## config.mk

```make
export PLATFORM = sky130hd
export DESIGN_NAME = cau_back
export DESIGN_NICKNAME = d
export VERILOG_FILES = /design/src/hdl/cau_pkg.sv /design/src/hdl/cau_back.sv
export SDC_FILE = /design/constraint.sdc
export NUM_CORES = 1
export LEC_CHECK = 0
export ABC_CLOCK_PERIOD_IN_PS = 2100
export BUFFER_PORTS_ARGS = -buffer_cell sky130_fd_sc_hd__buf_4
export CORE_AREA = 10 10 312 314
export CTS_CLUSTER_DIAMETER = 200
export DETAILED_ROUTE_END_ITERATION = 16
export DIE_AREA = 0 0 322 324
export GPL_TIMING_DRIVEN = 1
export PLACE_DENSITY = 0.51
export SLEW_MARGIN = 20
export SYNTH_ARGS = -nofsm -noshare
export SYNTH_HDL_FRONTEND = slang
export SYNTH_SLANG_ARGS = --single-unit
```

## constraint.sdc

```tcl
create_clock -name clk_i -period 2.1 [get_ports clk_i]
set_input_delay 0.105 -clock clk_i [delete_from_list [all_inputs] [get_ports clk_i]]
set_output_delay 0.105 -clock clk_i [all_outputs]
set_load 0.01 [all_outputs]
```

## src/hdl/cau_pkg.sv

```systemverilog
package cau_pkg;

  // operand and result word, fraction bits of the fixed point format
  localparam int OPW        = 32;
  localparam int FRAC_BITS  = 16;
  localparam int PW         = 2 * OPW;
  // phase angle accumulator
  localparam int ANG_FRAC   = 24;
  localparam int ZW         = 34;
  localparam int PRESHIFT   = 30;
  localparam int CORD_ITERS = 28;
  localparam logic [63:0] RAD2DEG_Q24 = 64'd961263669;
  // iteration counts of the shared step chain
  localparam int SQRT_STEPS = OPW;
  localparam int DIV_QBITS  = OPW + 2;
  localparam int NSTEP      = DIV_QBITS;
  // stream widths
  localparam int IN_TDATA_W  = 4 * OPW;
  localparam int OUT_TDATA_W = ((2 * OPW + 1 + 7) / 8) * 8;
  localparam int OUT_PAD     = OUT_TDATA_W - 2 * OPW - 1;

  typedef enum logic [2:0] {
    OP_ADD   = 3'd0,
    OP_SUB   = 3'd1,
    OP_MUL   = 3'd2,
    OP_DIV   = 3'd3,
    OP_NEG   = 3'd4,
    OP_EQ    = 3'd5,
    OP_MAG   = 3'd6,
    OP_PHASE = 3'd7
  } op_e;

  typedef enum logic [1:0] {
    ST_OK    = 2'd0,
    ST_UNDEF = 2'd1,
    ST_SAT   = 2'd2
  } status_e;

  typedef struct packed {
    op_e                   op;
    logic signed [OPW-1:0] ar;
    logic signed [OPW-1:0] ai;
    logic signed [OPW-1:0] br;
    logic signed [OPW-1:0] bi;
  } item_t;

  typedef struct packed {
    logic signed [OPW-1:0] re;
    logic signed [OPW-1:0] im;
    logic                  eq;
    status_e               st;
  } res_t;

  typedef struct packed {
    logic                  ovf;
    logic signed [OPW-1:0] val;
  } sat_t;

  // state carried through the iteration chain
  typedef struct packed {
    op_e                   op;
    res_t                  fast;
    logic                  re_neg;
    logic                  im_neg;
    logic [PW-1:0]         re_mag;
    logic [PW-1:0]         im_mag;
    logic [PW-1:0]         den;
    logic                  den_zero;
    logic                  re_ovf;
    logic                  im_ovf;
    logic [PW-1:0]         re_rem;
    logic [PW-1:0]         im_rem;
    logic [DIV_QBITS-1:0]  re_quo;
    logic [DIV_QBITS-1:0]  im_quo;
    logic [PW-1:0]         sq_n;
    logic [PW-1:0]         sq_r;
    logic signed [PW-1:0]  cx;
    logic signed [PW-1:0]  cy;
    logic signed [ZW-1:0]  cz;
    logic                  ph_rz;
    logic                  ph_iz;
    logic                  ph_ineg;
    logic                  ph_flip;
  } iter_t;

  // clamp a sign and magnitude value to the signed word
  function automatic sat_t sat_sm(logic neg, logic [PW-1:0] mag);
    sat_t          s;
    logic [PW-1:0] lim;
    lim   = PW'(1) << (OPW - 1);
    s.ovf = 1'b0;
    if (neg) begin
      if (mag > lim) begin
        s.ovf = 1'b1;
        s.val = {1'b1, {(OPW-1){1'b0}}};
      end else begin
        s.val = OPW'(PW'(0) - mag);
      end
    end else begin
      if (mag > lim - PW'(1)) begin
        s.ovf = 1'b1;
        s.val = {1'b0, {(OPW-1){1'b1}}};
      end else begin
        s.val = OPW'(mag);
      end
    end
    return s;
  endfunction

  // clamp a value one bit wider than the word
  function automatic sat_t sat_s(logic signed [OPW:0] v);
    logic [OPW:0] av;
    av = v[OPW] ? $unsigned(-v) : $unsigned(v);
    return sat_sm(v[OPW], PW'(av));
  endfunction

  // shift and subtract division, for elaboration time constants
  function automatic logic [63:0] udiv64(logic [63:0] n, logic [63:0] d);
    logic [63:0] q;
    logic [64:0] r;
    q = '0;
    r = '0;
    for (int b = 63; b >= 0; b--) begin
      r = {r[63:0], n[b]};
      if (r >= {1'b0, d}) begin
        r    = r - {1'b0, d};
        q[b] = 1'b1;
      end
    end
    return q;
  endfunction

  // atan(2^-i) in degrees, Q24, from the arctan series
  function automatic logic [ZW-1:0] atan_deg(int i);
    logic [63:0] acc;
    logic [63:0] term;
    logic [63:0] rad;
    logic [63:0] prod;
    int          k;
    acc = '0;
    if (i == 0) begin
      return ZW'(45) << ANG_FRAC;
    end
    for (k = 0; i * (2 * k + 1) <= 60; k++) begin
      term = udiv64(64'd1 << (60 - i * (2 * k + 1)), 64'(2 * k + 1));
      if (k[0]) acc = acc - term;
      else acc = acc + term;
    end
    rad  = (acc + (64'd1 << 27)) >> 28;
    prod = rad * RAD2DEG_Q24;
    return ZW'((prod + (64'd1 << 31)) >> 32);
  endfunction

endpackage

```

## src/hdl/cau_back.sv

```systemverilog
module cau_back (
  input  logic            clk_i,
  input  logic            rst_ni,
  input  logic            in_valid_i,
  output logic            in_ready_o,
  input  cau_pkg::iter_t  in_data_i,
  output logic            out_valid_o,
  input  logic            out_ready_i,
  output cau_pkg::res_t   out_data_o
);

  localparam int PW  = cau_pkg::PW;
  localparam int QW  = cau_pkg::DIV_QBITS;
  localparam int ZW  = cau_pkg::ZW;
  localparam int ASH = cau_pkg::ANG_FRAC - cau_pkg::FRAC_BITS;
  localparam logic [PW-1:0] HALF    = PW'(1) << (cau_pkg::FRAC_BITS - 1);
  localparam logic [PW-1:0] AHALF   = PW'(1) << (ASH - 1);
  localparam logic [PW-1:0] NINETY  = PW'(90) << cau_pkg::FRAC_BITS;

  cau_pkg::res_t res_d, res_q;
  logic          v_q;
  logic          en;
  cau_pkg::sat_t sr, si;
  logic [QW:0]   qre, qim;
  logic [PW-1:0] sqr;
  logic [ZW-1:0] zabs;
  logic [PW-1:0] zmag;
  logic          zneg;

  assign en         = !v_q || out_ready_i;
  assign in_ready_o = en;

  // rounding, saturation and result select
  always_comb begin
    qre = (QW+1)'(in_data_i.re_quo)
        + (QW+1)'({in_data_i.re_rem, 1'b0} >= {1'b0, in_data_i.den});
    qim = (QW+1)'(in_data_i.im_quo)
        + (QW+1)'({in_data_i.im_rem, 1'b0} >= {1'b0, in_data_i.den});
    sqr  = in_data_i.sq_r + PW'(in_data_i.sq_n > in_data_i.sq_r);
    zabs = in_data_i.cz[ZW-1] ? $unsigned(-in_data_i.cz) : $unsigned(in_data_i.cz);
    zmag = (PW'(zabs) + AHALF) >> ASH;
    zneg = in_data_i.cz[ZW-1] ^ in_data_i.ph_flip;
    sr = '0;
    si = '0;
    res_d = '0;
    unique case (in_data_i.op) inside
      cau_pkg::OP_ADD, cau_pkg::OP_SUB, cau_pkg::OP_NEG, cau_pkg::OP_EQ: begin
        res_d = in_data_i.fast;
      end
      cau_pkg::OP_MUL: begin
        sr = cau_pkg::sat_sm(in_data_i.re_neg, (in_data_i.re_mag + HALF) >> cau_pkg::FRAC_BITS);
        si = cau_pkg::sat_sm(in_data_i.im_neg, (in_data_i.im_mag + HALF) >> cau_pkg::FRAC_BITS);
        res_d.re = sr.val;
        res_d.im = si.val;
        res_d.st = (sr.ovf || si.ovf) ? cau_pkg::ST_SAT : cau_pkg::ST_OK;
      end
      cau_pkg::OP_DIV: begin
        if (in_data_i.den_zero) begin
          res_d.st = cau_pkg::ST_UNDEF;
        end else begin
          sr = cau_pkg::sat_sm(in_data_i.re_neg, in_data_i.re_ovf ? '1 : PW'(qre));
          si = cau_pkg::sat_sm(in_data_i.im_neg, in_data_i.im_ovf ? '1 : PW'(qim));
          res_d.re = sr.val;
          res_d.im = si.val;
          res_d.st = (sr.ovf || si.ovf) ? cau_pkg::ST_SAT : cau_pkg::ST_OK;
        end
      end
      cau_pkg::OP_MAG: begin
        sr = cau_pkg::sat_sm(1'b0, sqr);
        res_d.re = sr.val;
        res_d.st = sr.ovf ? cau_pkg::ST_SAT : cau_pkg::ST_OK;
      end
      cau_pkg::OP_PHASE: begin
        if (in_data_i.ph_rz) begin
          if (in_data_i.ph_iz) begin
            res_d.st = cau_pkg::ST_UNDEF;
          end else begin
            sr = cau_pkg::sat_sm(in_data_i.ph_ineg, NINETY);
            res_d.re = sr.val;
            res_d.st = sr.ovf ? cau_pkg::ST_SAT : cau_pkg::ST_OK;
          end
        end else begin
          sr = cau_pkg::sat_sm(zneg && (zmag != '0), zmag);
          res_d.re = sr.val;
          res_d.st = sr.ovf ? cau_pkg::ST_SAT : cau_pkg::ST_OK;
        end
      end
      default: begin
        res_d = '0;
      end
    endcase
  end

  // output register valid
  always_ff @(posedge clk_i or negedge rst_ni) begin
    if (!rst_ni) begin
      v_q <= 1'b0;
    end else if (en) begin
      v_q <= in_valid_i;
    end
  end

  // output register payload
  always_ff @(posedge clk_i) begin
    if (en) res_q <= res_d;
  end

  assign out_valid_o = v_q;
  assign out_data_o  = res_q;

endmodule
```

==> results of run 1 <==
## power breakdown
part	leakage, nW	internal (mW)	switching [mW]
combinational	16.8	3.39	3.14
sequential	0.706	1.67	0.111
clock	0.165	1.16	0.727
total	17.7	6.21	3.98
## worst reg2reg max path, delay by kind of cell (launching register included)
| family | cells | cell delay (ns) |
|---|---|---|
| DFF | 1 | 0.40 |
| and+or+nand+nor | 1 | 0.09 |
| buffers and inverters | 1 | 0.32 |
## path summary, 6_finish.rpt
kind                                  endpoint  slack, ns  cells past startpoint
worst min register to register     out_valid_o       0.80                      3
max in group asynchronous          out_valid_o       1.97                      2
worst max register to register  out_data_o[46]       0.79                      2
worst min-delay path             out_data_o[2]       0.02                      2
min in group asynchronous          out_valid_o       0.05                      2
worst max-delay path            out_data_o[56]      -3.38                     30
## final cells by class
class                      count  area (sq um)  area share, %
antenna                        5          12.5         0.0323
multi-input combinational   2532         19200           49.6
tap                         1186          1480           3.83
clock inverter                 7           115          0.297
sequential                    68          2040           5.26
inverter                     188           741           1.91
timing repair buffer        1921         14900           38.5
clock buffer                   9           225          0.582
## through the flow
stage	setup slack [ns]	cell area (sq um)
floorplan	-3.36	21600
global placement	-3.98	36400
detailed placement	-4.09	36400
CTS	-3.31	38400
global route	-3.65	38700
finish	-3.38	38700
## metal layers
| metal | vias to the layer above | routed length, um | track usage [%] |
|---|---|---|---|
| li1 | 14700 | - | - |
| met1 | 14100 | 52100 | 27.0 |
| met2 | 938 | 61900 | 41.3 |
| met3 | 168 | 9230 | 5.73 |
| met4 | 18 | 3950 | 6.30 |
| met5 | - | 128 | 0 |
## cells in the mapped netlist (104+ instances only)
master	count	area, sq um
nand3_1	148	741
xor2_1	115	1010
nand2_1	209	785
nand4_1	131	820
nor2_1	188	706
ha_1	208	2600
xnor2_1	204	1790
inv_1	186	698
nor3_1	104	521
a21oi_1	177	886
clkbuf_1	133	499
o21ai_0	115	576
## registers in the layout (all words and copies together) (netlist names)
name,count
out_valid_o,1
out_data_o,67
## cells by family after synthesis
group / count (synthesis)
AND/OR/NAND/NOR: 1227
adder cells (fa/ha/maj): 208
AO/OA/AOI/OAI: 752
multiplexers: 26
flip-flops: 68
buffers and inverters: 340
XOR/XNOR: 319
## layout by cell type (no fill, tap or decap), drive strengths merged, types with 11 or more instances in the layout
master / Yosys / routed
a21o: 47 / 47
a22oi: 15 / 15
o21ai: 120 / 120
nor3: 105 / 105
a211oi: 28 / 28
nor2: 188 / 188
buf: 19 / 1910
ha: 208 / 208
or3: 40 / 40
and4: 42 / 42
o31ai: 33 / 33
a221o: 29 / 29
and2: 31 / 31
o31a: 11 / 11
nor4: 78 / 78
nand2: 209 / 209
xnor2: 204 / 204
mux2i: 18 / 18
o21a: 21 / 21
xor2: 115 / 115
o211ai: 25 / 25
or4: 28 / 28
nand3: 149 / 149
a21oi: 178 / 178
o41ai: 13 / 13
edfxtp: 67 / 67
a211o: 36 / 36
a31oi: 32 / 32
inv: 186 / 187
and3: 55 / 55
o221ai: 12 / 12
nand2b: 46 / 46
nand4: 131 / 131
or2: 23 / 23
nor2b: 52 / 52
a221oi: 50 / 50
## timing repair
item                                   4_1_cts  5_1_grt
buffers inserted                            54       14
gates resized for setup                    225       60
setup endpoints to repair                   65       65
endpoints found under the hold margin       10        0
gates cloned                                 5        0
hold buffers                                10        0
pin swaps                                  109       70
==> flow_summary_export.csv, run 1 <==
group,metric,value,unit
pwr,power,10.2,mW
timing,fin_tns_setup,-198.25,ns
critical_path,reg2reg_from,"out_valid_o",
global_routing,gr-usage-all-layers,23.1,%
critical_path,critPathSlowestCell,"or4b_4",
pwr,p_leak,17.7,nW
job,drv_cap,0,
global_routing,grt.overflow.total,0,
timing,fin_crit,5.48,ns
clock_tree,cts-buffers-inserted,9,
timing,worst_pin_slew,0.822,ns
synthesis,synth-seq-area-share,9.73,%
run_status,violations,"negative setup slack",
place,hpwl,111,mm
pwr,power_per_cell_area,263,nW/um^2
route,antenna_left,0,
clock_tree,clk_pin_slew_worst_paths,0.07,ns
timing,worst_hold_slack,0.0243,ns
global_routing,grt_max_degree,70,
route,dr_total_vias,29900,
timing,setup_viol,65,
route,vias_per_cell,5.06,
run_status,status,"finished, violations left",
clock_tree,root_buffer,"clkbuf_16",
timing,finalCritPeriodShare,261,%
floorplanning,die_y,324,um
pwr,peakVddDrop,412,uV
synthesis,synth_compound_area_share,25.2,%
synthesis,ys_warn_count,0,
timing,maxSlewHeadroom,44.7,%
synthesis,synthesis.nets,3909,
final_layout,drive_above_1_share,46.8,%
final_layout,final_nets,5689,
synthesis,synthesis.area,20900,sq um
synthesis,synthSimpleGateAreaFrac,31.8,%
critical_path,startpoint,"in_data_i[495]",
clock_tree,cts.sinks,68,
critical_path,cp-end-kind,"flop",
global_routing,antenna_found_initial,16,
critical_path,crit_arrival,5.62,ns
floorplanning,initial_core_util,23.0,%
critical_path,critPathMaxFanout,3,
critical_path,crit_type,"input pin to flop",
floorplanning,die_w,322,um
synthesis,syn_avg_cell_area,7.12,sq um
timing,rsz0062_at_grt,"true",
critical_path,critPathTopFamily,"compound AO/OA/AOI/OAI gates",
place,place_inst,5828,
route,wl,127,mm
synthesis,synth_edf_count,67,
floorplanning,num_rows,111,
worst_hold_path,hp-class,"input pin to flop",
synthesis,synthAdderAreaFrac,12.4,%
synthesis,synth_cell_type_count,94,
synthesis,syn_inst,2940,
timing,maxSlewViolCount,0,
global_routing,grt_pass1_vias,30300,
critical_path,path_buf_inv,3,
route,avgRoutedWirePerCell,21.5,um
critical_path,cp_slowest_stage_delay,0.57,ns
floorplanning,die_area,104000,sq um
route,drt_iter0_drc,2055,
synthesis,synthArstFlopShare,1.47,%
final_layout,fillCellCount,9391,
floorplanning,core-area,91100,sq um
synthesis,synth_mux_area_share,1.29,%
synthesis,ys_ff_latch,68,
final_layout,layout.cells.non_filler,5916,
synthesis,synth_top_family_by_area,"simple AND/OR/NAND/NOR gates",
synthesis,ys.flop_type,"edfxtp_1",
route,drc,0,
final_layout,utilization,42.5,%
synthesis,synth_xor_area_share,13.3,%
global_routing,grt_first_pass_wirelength,185,mm
timing,finalClockSkew,0.00915,ns
floorplanning,io_pins,830,
clock_tree,htreeDepth,3,
timing,hold_viol_final,0,
clock_tree,clk_latency,0.38,ns
place,place.gp.congestion,0.974,
final_layout,area_growth,84.8,%
critical_path,cp_common_cell,"a21o_1",
critical_path,worstPathRequired,2.24,ns
clock_tree,cts_buffer_depth,2,
route,first_pass_iters,5,
critical_path,crit_path_start_kind,"input pin",
clock_tree,cts_tree,"done",
worst_hold_path,min-delay-start,"in_data_i[689]",
timing,fmax,183,MHz
timing,setup_slack,-3.38,ns
place,portBuffers,671,
Power figures use the tool's default switching activity.
==> inputs of run 2 (changes only) <==
--- a/config.mk
+++ b/config.mk
@@ -8,11 +8,13 @@
 export ABC_CLOCK_PERIOD_IN_PS = 2100
 export BUFFER_PORTS_ARGS = -buffer_cell sky130_fd_sc_hd__buf_4
 export CORE_AREA = 10 10 312 314
+export CTS_BUF_LIST = sky130_fd_sc_hd__clkbuf_4
 export CTS_CLUSTER_DIAMETER = 200
 export DETAILED_ROUTE_END_ITERATION = 16
 export DIE_AREA = 0 0 322 324
 export GPL_TIMING_DRIVEN = 1
 export PLACE_DENSITY = 0.51
+export SKIP_LAST_GASP = 1
 export SLEW_MARGIN = 20
 export SYNTH_ARGS = -nofsm -noshare
 export SYNTH_HDL_FRONTEND = slang
==> run 2 against run 1 <==
The flow still finishes with violations (negative setup slack). Sequential cell count unchanged. Global-route usage increased by 0.12 points. Clock power decreased by 34%. Setup slack improved by 0.18 ns. Final cell count increased by 1.2%. Worst hold slack improved by 0.045 ns. Wire length increased by 0.37%. First-iteration DRC count decreased by 7.6%. Sequential power about the same. Critical path depth unchanged. Total power decreased by 5.3%. Critical path type unchanged. Largest cell class unchanged.
==> flow_summary_export.csv, run 2 (synthesis results as in run 1) <==
group,metric,value,unit
global_routing,grt_pass1_vias,30400,
floorplanning,io_pins,830,
floorplanning,initial_core_util,23.0,%
timing,setup_viol,65,
pwr,p_int,5.72,mW
clock_tree,cts-buffers-inserted,9,
floorplanning,num_rows,111,
timing,finalCritPeriodShare,252,%
critical_path,worstPathRequired,2.43,ns
global_routing,antenna_found_initial,21,
critical_path,cp-end-kind,"flop",
final_layout,area_growth,87.4,%
global_routing,grt_max_degree,70,
timing,worst_pin_slew,0.761,ns
final_layout,drive_above_1_share,46.3,%
job,drv_cap,0,
clock_tree,cts_tree,"done",
timing,hold_viol_final,0,
route,dr_total_vias,30200,
pwr,power.switching,3.94,mW
route,wl,128,mm
final_layout,layout.cells.non_filler,5985,
pwr,power,9.65,mW
timing,maxSlewHeadroom,48.8,%
timing,finalClockSkew,0.0172,ns
route,vias_per_cell,5.05,
timing,fin_tns_setup,-193.04,ns
critical_path,crit_path_start_kind,"input pin",
pwr,netSwitchingFraction,40.8,%
clock_tree,htreeDepth,3,
run_status,violations,"negative setup slack",
critical_path,critPathMaxFanout,4,
timing,setup_slack,-3.19,ns
global_routing,grt.overflow.total,0,
critical_path,cp_common_cell,"a21o_1",
floorplanning,core-area,91100,sq um
clock_tree,clk_latency,0.56,ns
route,antenna_left,0,
route,drc,0,
clock_tree,cts_buffer_depth,2,
timing,fin_crit,5.29,ns
floorplanning,die_y,324,um
pwr,p_leak,17.9,nW
place,place_inst,5828,
floorplanning,die_w,322,um
place,place_area,36400,sq um
final_layout,largest_reg_flops,67,
final_layout,final_nets,5750,
final_layout,fin_area,39200,sq um
final_layout,layout_common_cells,"buf_4, nand2_1, xnor2_1",
route,avgRoutedWirePerCell,21.4,um
run_status,status,"finished, violations left",
floorplanning,die_area,104000,sq um
critical_path,crit_arrival,5.62,ns
timing,worst_hold_slack,0.0696,ns
pwr,seqPwrFrac,18.5,%
worst_hold_path,hp-class,"input pin to flop",
route,first_pass_iters,6,
pwr,peakVddDrop,315,uV
clock_tree,root_buffer,"clkbuf_4",
final_layout,utilization,43.1,%
pwr,power_per_cell_area,246,nW/um^2
timing,maxSlewViolCount,0,
global_routing,gr-usage-all-layers,23.2,%
critical_path,critPathSlowestCell,"or4b_4",
place,place_ws,-4.09,ns
final_layout,final_common_cell,"buf_4",
pwr,p_comb_share,68.5,%
place,hpwl,111,mm
critical_path,cp_slowest_stage_delay,0.57,ns
critical_path,crit_type,"input pin to flop",
global_routing,grt_first_pass_wirelength,187,mm
timing,rsz0062_at_grt,"true",
clock_tree,clk_pin_slew_worst_paths,0.15,ns
place,place.gp.congestion,0.974,
place,portBuffers,671,
route,drt_iter0_drc,1898,
timing,fmax,189,MHz
pwr,p_clk_share,13.0,%
clock_tree,cts.sinks,68,
run 2: path summary, 6_finish.rpt:
path	start	end	slack (ns)	cells past startpoint
max	in_data_i[495]	out_data_o[56]	-3.19	30
min	in_data_i[727]	out_data_o[40]	0.07	4
max reg2reg	out_valid_o	out_data_o[44]	0.80	2
min reg2reg	out_valid_o	out_valid_o	0.81	3
max in group asynchronous	rst_ni	out_valid_o	1.60	3
min in group asynchronous	rst_ni	out_valid_o	0.40	3
run 2: repair_timing:
action / 4_1_cts / 5_1_grt
endpoints found under the hold margin: 62 / 0
buffers inserted: 49 / 26
hold buffers: 64 / 0
pin swaps: 105 / 101
gates resized for setup: 212 / 86
setup endpoints to repair: 65 / 65
gates cloned: 6 / 0
run 2: layer usage:
layer / GRT usage [%] / vias to the layer above / part of all wire, %
met5: 0 / - / 0.071
met4: 6.57 / 14 / 3.3
met3: 5.52 / 166 / 7.1
met2: 41.5 / 977 / 49
met1: 27.2 / 14200 / 41
li1: - / 14900 / -
run 2: layout make-up:
cell class	instances	area [sq um]
fillers	9333	51900
multi-input cells	2532	19200
repair buffers	1982	15600
flip-flops and latches	68	2040
well taps	1186	1480
inverters	188	746
clock inverters	7	115
clock buffers	9	67.6
diodes	13	32.5
run 2: worst max-delay path: cells and delay by family:
| family | cells | cell delay [ns] |
|---|---|---|
| AOI/OAI and AO/OA | 15 | 2.49 |
| xor gates and xnor gates | 1 | 0.15 |
| adders and majority gates | 2 | 0.39 |
| buffers and inverters | 4 | 0.40 |
| and+or+nand+nor | 8 | 2.07 |
run 2: power by group through the flow:
stage	Clock, mW	Sequential, mW	Combinational, mW
floorplan	0	1.81	2.34
global placement	0	1.81	6.12
detailed placement	0	1.80	6.16
CTS	1.28	1.78	6.52
global route	1.34	1.79	7.14
finish	1.25	1.78	6.62
